===== config.mk =====
export PLATFORM = sky130hd
export DESIGN_NAME = tssr_front
export DESIGN_NICKNAME = d
export VERILOG_FILES = /design/src/hdl/tssr_pkg.sv /design/src/hdl/tssr_front.sv
export SDC_FILE = /design/constraint.sdc
export NUM_CORES = 1
export LEC_CHECK = 0
export BUFFER_PORTS_ARGS = -buffer_cell sky130_fd_sc_hd__buf_2
export CAP_MARGIN = 10
export CORE_UTILIZATION = 45
export CTS_CLUSTER_SIZE = 30
export DETAILED_ROUTE_END_ITERATION = 16
export PLACE_DENSITY = 0.73
export SYNTH_ARGS = -nofsm -noshare
export SYNTH_HDL_FRONTEND = slang
export SYNTH_SLANG_ARGS = --single-unit

===== constraint.sdc =====
create_clock -name aclk -period 4.97 [get_ports aclk]
set_clock_uncertainty 0.15 [all_clocks]
set_input_delay 0 -clock aclk [delete_from_list [all_inputs] [get_ports aclk]]
set_output_delay 0 -clock aclk [all_outputs]
set_load 0.05 [all_outputs]

===== src/hdl/tssr_pkg.sv =====
// ----------------------------------------------------------------------------
// tssr_pkg: shared types and constants for the three-stop shortest route block
// Field widths, opcodes and the front-to-back command record.
// ----------------------------------------------------------------------------
package tssr_pkg;

    localparam int NODE_W      = 8;
    localparam int CNT_W       = 9;
    localparam int WEIGHT_W    = 16;
    localparam int RESULT_W    = 40;
    localparam int DEF_MAX_NODES   = 256;
    localparam int DEF_MAX_EDGES   = 1024;
    localparam int DEF_WEIGHT_BITS = 16;

    localparam logic OP_LOAD  = 1'b0;
    localparam logic OP_SOLVE = 1'b1;

    typedef struct packed {
        logic              opcode;
        logic [NODE_W-1:0] from_node;
        logic [NODE_W-1:0] to_node;
        logic [WEIGHT_W-1:0] edge_weight;
        logic [NODE_W-1:0] stop0;
        logic [NODE_W-1:0] stop1;
        logic [NODE_W-1:0] stop2;
        logic              stops_ok;
    } cmd_t;

endpackage


===== src/hdl/tssr_front.sv =====
// ----------------------------------------------------------------------------
// tssr_front: input acceptance and classification
// Takes items, applies the node-count bound checks and fills a two-entry queue.
// ----------------------------------------------------------------------------
module tssr_front (
    input  logic                 aclk,
    input  logic                 aresetn,
    input  logic                 s_valid,
    output logic                 s_ready,
    input  logic                 s_opcode,
    input  logic [7:0]           s_from_node,
    input  logic [7:0]           s_to_node,
    input  logic signed [15:0]   s_edge_weight,
    input  logic [7:0]           s_first_stop,
    input  logic [7:0]           s_second_stop,
    input  logic [7:0]           s_third_stop,
    input  logic [8:0]           eff_nodes,
    output tssr_pkg::cmd_t       q_cmd,
    output logic                 q_valid,
    input  logic                 q_pop
);
    import tssr_pkg::*;

    cmd_t       mem_reg [2];
    logic       wr_ptr_reg, rd_ptr_reg;
    logic [1:0] cnt_reg;
    cmd_t       in_cmd;
    logic       push;

    always_comb begin
        in_cmd.opcode      = s_opcode;
        in_cmd.from_node   = s_from_node;
        in_cmd.to_node     = s_to_node;
        in_cmd.edge_weight = s_edge_weight;
        in_cmd.stop0       = s_first_stop;
        in_cmd.stop1       = s_second_stop;
        in_cmd.stop2       = s_third_stop;
        in_cmd.stops_ok    = ({1'b0, s_first_stop} < eff_nodes) &&
                             ({1'b0, s_second_stop} < eff_nodes) &&
                             ({1'b0, s_third_stop} < eff_nodes);
    end

    assign s_ready = (cnt_reg != 2'd2);
    assign push    = s_valid && s_ready;
    assign q_valid = (cnt_reg != 2'd0);
    assign q_cmd   = mem_reg[rd_ptr_reg];

    always_ff @(posedge aclk) begin
        if (push) begin
            mem_reg[wr_ptr_reg] <= in_cmd;
        end
        if (!aresetn) begin
            wr_ptr_reg <= 1'b0;
            rd_ptr_reg <= 1'b0;
            cnt_reg    <= 2'd0;
        end else begin
            if (push) wr_ptr_reg <= ~wr_ptr_reg;
            if (q_pop) rd_ptr_reg <= ~rd_ptr_reg;
            cnt_reg <= cnt_reg + {1'b0, push} - {1'b0, q_pop};
        end
    end

endmodule


==> results of run 1 <==
## worst reg2reg max path, stage by stage (launching register included)
cell and delay [ns]:
dfxtp_1 0.34, nand2b_1 0.14, nand2_1 0.13, nor2_4 0.63, buf_4 0.54
## path summary, 6_finish.rpt
kind | startpoint | to | slack, ns | cells past startpoint
max | register | q_cmd[1] | 2.44 | 3
min | s_from_node[4] | mem_reg[1][53] | 0.07 | 2
max reg2reg | cnt_reg[0] | mem_reg[0][17] | 2.65 | 4
min reg2reg | rd_ptr_reg | register | 0.43 | 2
## layout make-up
class / instances / area [µm²] / area share
tap: 136 / 170.2 / 0.02487
inverter: 8 / 30.03 / 0.004388
clock buffer: 17 / 414.1 / 0.06052
clock inverter: 14 / 113.9 / 0.01664
timing repair buffer: 194 / 1289 / 0.1883
multi-input combinational: 126 / 1241 / 0.1814
sequential: 121 / 3585 / 0.5239
## power groups by stage
stage	sequential (W)	combinational, W	clock (W)
4_1_cts	0.00132	0.000770	0.00111
6_report	0.00132	0.000764	0.00108
2_1_floorplan	0.00133	0.000564	0
3_3_place_gp	0.00133	0.000720	0
3_5_place_dp	0.00134	0.000727	0
5_1_grt	0.00133	0.000808	0.00115
## cell usage after synthesis
master / number
edfxtp_1: 116
mux2_2: 58
ha_1: 23
a21oi_1: 10
inv_1: 8
buf_2: 6
and2_1: 5
dfxtp_1: 5
nand2_1: 4
a21o_1: 3
nand3_1: 3
nand4b_1: 3
nor2b_1: 3
o21ai_0: 3
xnor2_1: 2
a2111oi_4: 1
a22oi_1: 1
and3_1: 1
nand2b_1: 1
nor2_1: 1
nor4_1: 1
o21a_1: 1
or2_2: 1
xor2_1: 1
## per-stage QoR
step           worst slack [ns]  area, µm²    util  total power (W)
6_report                  2.437       6843  0.6569         0.003164
5_1_grt                   2.270       6843  0.6569         0.003294
4_1_cts                   2.349       6843  0.6569         0.003199
3_5_place_dp              2.624       5694  0.5467         0.002070
3_3_place_gp              2.679       5694  0.5467         0.002053
2_1_floorplan            0.9222       4876       -         0.001894
## metal layers
| layer | part of all wire | vias to the layer above | track usage | routed length (µm) |
|---|---|---|---|---|
| met4 | 0.014 | 0 | 0.07837 | 132 |
| li1 | - | 1436 | - | - |
| met1 | 0.41 | 1435 | 0.2012 | 3977 |
| met5 | 0 | - | 0 | 0 |
| met3 | 0.041 | 12 | 0.05150 | 396 |
| met2 | 0.54 | 94 | 0.3375 | 5187 |
## layout by cell type, fill, tap and decap left out, drive strengths merged
cell type and n:
o21a 1, clkbuf 17, a22oi 1, and3 1
or2 1, nand4b 3, and2 5, a21oi 10
dfxtp 5, buf 132, clkinv 12, xnor2 2
nor2b 3, dlygate4sd3 62, o21ai 3, nor4 1
a21o 3, mux2 58, a2111oi 1, nand2 4
edfxtp 116, nand2b 1, nor2 1, bufinv 2
inv 8, nand3 3, xor2 1, ha 23
## what timing repair did
item,CTS,global route
hold endpoints to repair,148,0
hold buffers,62,0
gates resized for setup,0,0
## logic make-up after synthesis
logic type,Yosys count,synth area share
multiplexers,58,0.1339
AO/OA/AOI/OAI,19,0.02669
buffers and inverters,14,0.01232
flip-flops,121,0.7349
XOR/XNOR,3,0.005390
adder cells (fa/ha/maj),23,0.05902
AND/OR/NAND/NOR,23,0.02772
==> impl_metrics.toml, run 1 <==
[critical_path]
cp_top_family = "flip-flops"
critPathMaxFanout = 31
crit_type = "register to output port"
max_stage_delay_ns = 0.74
worstPathArrival_ns = 2.38
cp-start-kind = "register"
worstPathCellList = "buf_4 -> mux2_2 -> buf_2"
crit_required_ns = 4.82
worst-path-buf-inv = 2
end_kind = "output port"
crit_slowest_cell = "dfxtp_2"

[route]
ant_nets = 0
drc = 0
wl_per_cell_um = 15.74
wl_um = 9694
drt-vias-per-instance = 4.833
dr_total_vias = 2977
drt-pass1-iter-count = 4
drt-initial-drc-count = 112

[floorplanning]
fp.dieArea_um2 = 11260
die_y_um = 106.1
core-area_um2 = 10420
rows = 37
die_w_um = 106.1
ioPinCount = 130
start_util = 0.4681

[sta]
slew_headroom = 0.4677
fmax_ghz = 0.3947
finalMaxSlewViolations = 0
fin_crit_sh = 0.5097
setup_viol = 0
worstMarginPinSlew_ns = 0.7966
holdWs_ns = 0.06881
grt_setup_unrepaired = "false"
period_needed_ns = 2.533
setup_tns_ns = 0
hold_violations = 0

[power_and_ir_drop]
switching_share = 0.3033
p_sw_w = 0.0009594
pwr-share-clk = 0.341
p_per_area_nw_per_um2 = 462.3
p_int_w = 0.002204
pwr-share-comb = 0.241
peakVddDrop_v = 0.0001850
p_leak_nw = 2.724
seq_power_share = 0.417

[synth]
syn_nets = 354
synth_area_um2 = 4876
netlist_instances = 261
synth_cell_type_count = 24
ys_ff_latch = 121
synth.avg_cell_area_um2 = 18.68
yosys_warnings = 0
seq_area_frac_synth = 0.7349
synth_top_cell_by_area = "edfxtp_1"
synth_top_area_share = 0.7144
yosys-top-cells-area = "edfxtp_1 71%, mux2_2 13%, ha_1 5.9%"

[layout]
nFillCells = 730
largest_reg_flops = 116
instances_no_fill = 616
drive_gt1_frac = 0.4604
syn_to_final_growth_pct = 40.34
insertedDiodeCount = 0
nNetsFinal = 561

[place]
gp_congestion = 0.7280
place_inst = 523
portBuffers = 129
dp_hpwl_um = 6058

[clocking]
htreeDepth = 4
insertion_delay_ns = 0.50
clockBufferDepth = 2
cts_root_buffer = "clkbuf_8"
post_cts_buffers = 0
cts_tree = "yes"
cts_made_buffers = 17
path_clk_slew_ns = 0.05
cts_sinks = 121

[grt]
gr-total-overflow = 0
grt_max_degree = 59
grt_first_pass_wirelength_um = 15390
grt_pass1_vias = 3206
antenna_found_initial = 0
gr-usage-all-layers = 0.1852

[flow_run]
drv_cap = 0

[status]
status = "finished, final reports clean"

[min_path]
min_path_type = "primary input to register"
No activity file was read; power rests on OpenSTA's default activity.
==> inputs of run 2 (changes only) <==
--- a/config.mk
+++ b/config.mk
@@ -5,12 +5,13 @@
 export SDC_FILE = /design/constraint.sdc
 export NUM_CORES = 1
 export LEC_CHECK = 0
+export ABC_AREA = 1
 export BUFFER_PORTS_ARGS = -buffer_cell sky130_fd_sc_hd__buf_2
 export CAP_MARGIN = 10
 export CORE_UTILIZATION = 45
 export CTS_CLUSTER_SIZE = 30
 export DETAILED_ROUTE_END_ITERATION = 16
-export PLACE_DENSITY = 0.73
+export PLACE_DENSITY = 0.75
 export SYNTH_ARGS = -nofsm -noshare
 export SYNTH_HDL_FRONTEND = slang
 export SYNTH_SLANG_ARGS = --single-unit
==> constraint.sdc (replaced) <==
create_clock -name aclk -period 2.2 [get_ports aclk]
set_clock_uncertainty 0.15 [all_clocks]
set_input_delay 0 -clock aclk [delete_from_list [all_inputs] [get_ports aclk]]
set_output_delay 0 -clock aclk [all_outputs]
set_load 0.05 [all_outputs]
==> impl_metrics.toml, run 2 <==
[critical_path]
max_stage_delay_ns = 0.50
reg2reg_to = "cnt_reg[0]"
crit_type = "register to output port"
worstPathArrival_ns = 1.91
rr_startpoint = "cnt_reg[0]"
cp-start-kind = "register"
crit_slowest_cell = "dfxtp_4"
end_kind = "output port"
worstPathCellList = "buf_4 -> mux2_2 -> buf_2"
rrSetupSlack_ns = 0.15
worst_r2r_path_depth = 9
critPathMaxFanout = 16
crit_required_ns = 2.05

[power_and_ir_drop]
switching_share = 0.2819
p_sw_w = 0.002013
p_int_w = 0.005128
p_per_area_nw_per_um2 = 996.1
p_leak_nw = 3.014
peakVddDrop_v = 0.0005066
seq_power_share = 0.400
pwr-share-comb = 0.211
pwr-share-clk = 0.389

[synth]
synth_area_um2 = 5057
syn_nets = 402
netlist_instances = 309
yosys-top-cells-area = "edfxtp_1 69%, mux2_2 8.5%, mux2_4 5.9%"
synth_cell_type_count = 16
synth_top_cell_by_area = "edfxtp_1"
ys_ff_latch = 121
synth.avg_cell_area_um2 = 16.37
synth_top_area_share = 0.6888
synth-edff-count = 116
yosys_warnings = 0
ys_top_cells_by_count = "116 x edfxtp_1, 43 x nand2_1, 38 x mux2_2"
synthArstFlopShare = 0
synth_ff_type = "edfxtp_1"
synth_most_common_cell = "edfxtp_1"
seq_area_frac_synth = 0.7086

[layout]
instances_no_fill = 673
register_area_um2 = 3587
syn_to_final_growth_pct = 41.74
drive_gt1_frac = 0.4240
insertedDiodeCount = 0
multiInputGateArea_um2 = 1338
nNetsFinal = 613
largest_reg_flops = 116
mostFrequentLayoutCell = "buf_2"
nFillCells = 793
final_cell_mix = "129 x buf_2, 116 x edfxtp_1, 63 x dlygate4sd3_1, 41 x nand2_1, 38 x mux2_2"

[sta]
hold_violations = 0
holdWs_ns = 0.07945
period_needed_ns = 2.056
setup_viol = 0
setup_tns_ns = 0
fmax_ghz = 0.4864
finalMaxSlewViolations = 0
slew_headroom = 0.7851
grt_setup_unrepaired = "false"
worstMarginPinSlew_ns = 0.3223
fin_crit_sh = 0.9345

[status]
status = "finished, final reports clean"

[route]
drt-vias-per-instance = 4.724
drc = 0
drt-pass1-iter-count = 4
drt-initial-drc-count = 91
dr_total_vias = 3179
wl_per_cell_um = 14.97
wl_um = 10070
ant_nets = 0

[clocking]
insertion_delay_ns = 0.49
cts_tree = "yes"
cts_root_buffer = "clkbuf_8"
htreeDepth = 4
cts_made_buffers = 17
path_clk_slew_ns = 0.06
cts_sinks = 121
clockBufferDepth = 2
post_cts_buffers = 0

[floorplanning]
die_w_um = 108.0
die_y_um = 108.0
core-area_um2 = 10890
rows = 38
ioPinCount = 130
start_util = 0.4645
fp.dieArea_um2 = 11670

[grt]
grt_max_degree = 35
grt_first_pass_wirelength_um = 15480
antenna_found_initial = 0
grt_pass1_vias = 3207
gr-total-overflow = 0
gr-usage-all-layers = 0.1798

[place]
place_inst = 578
portBuffers = 129
gp_congestion = 0.8058
dp_hpwl_um = 6270

[min_path]
min_path_type = "primary input to register"
hp-start = "s_edge_weight[9]"
min_to = "mem_reg[1][34]"
min_delay_path_depth = 2

[flow_run]
drv_cap = 0
==> run 2: worst max-delay path by stage <==
stage               cells past startpoint  startpoint       endpoint  slack [ns]
floorplan                               4  cnt_reg[0]  mem_reg[1][0]       0.004
finish                                  3    register      q_cmd[57]        0.14
detailed placement                      9  cnt_reg[0]     cnt_reg[1]        0.43
global route                            3    register      q_cmd[57]        0.05
global placement                        9  cnt_reg[0]     cnt_reg[1]        0.51
CTS                                     9  cnt_reg[0]     cnt_reg[0]        0.07
==> run 2: stage by stage <==
step	utilization	power, W	setup slack [ns]	instance area, µm²
floorplan	-	0.003962	0.004030	5080
global placement	0.5454	0.004284	0.5096	5938
detailed placement	0.5454	0.004319	0.4275	5938
CTS	0.6581	0.007204	0.06528	7166
global route	0.6584	0.007415	0.05052	7168
finish	0.6584	0.007140	0.1440	7168
==> run 2: kinds of logic (layout without fill, tap and decap cells) <==
logic type / Yosys count / in the layout / share of synthesized area
compound gates: 6 / 6 / 0.005936
xor+xnor: 2 / 2 / 0.003464
fa+ha+maj: 23 / 23 / 0.05690
buf+inv: 36 / 260 / 0.03191
flops: 121 / 121 / 0.7086
mux: 58 / 58 / 0.1440
simple gates: 63 / 63 / 0.04923
==> run 2: final cells by class <==
type | count | area share
Tap cell | 140 | 0.02444
Multi-Input combinational cell | 152 | 0.1866
Clock buffer | 19 | 0.05882
Timing Repair Buffer | 198 | 0.1896
Inverter | 30 | 0.01571
Sequential cell | 121 | 0.5004
Clock inverter | 13 | 0.02444
==> run 2: power groups by stage <==
| stage | Clock (W) | Combinational (W) | Sequential (W) |
|---|---|---|---|
| 2_1_floorplan | 0 | 0.00108 | 0.00288 |
| 4_1_cts | 0.00283 | 0.00151 | 0.00286 |
| 3_3_place_gp | 0 | 0.00139 | 0.00289 |
| 6_report | 0.00277 | 0.00151 | 0.00286 |
| 5_1_grt | 0.00294 | 0.00160 | 0.00288 |
| 3_5_place_dp | 0 | 0.00141 | 0.00290 |
==> run 2: critical path: cells and delay by family, from the launching register on <==
kind / cells / cell delay, ns
flip-flops: 1 / 0.50
buffers and inverters: 2 / 0.54
multiplexers: 1 / 0.36
==> run 2: metal layers <==
layer  vias to the layer above  global-route usage  wire length (µm)
li1                       1546                   -                 -
met1                      1538              0.2017              4163
met2                        88              0.3262              5442
met3                         7             0.04280               358
met4                         0             0.07339               107
met5                         -                   0                 0
==> run 2: repair_timing <==
action / 4_1_cts / 5_1_grt
setup endpoints to repair: 0 / 1
hold buffers: 63 / 0
endpoints found under the hold margin: 121 / 0
resized for setup: 0 / 1
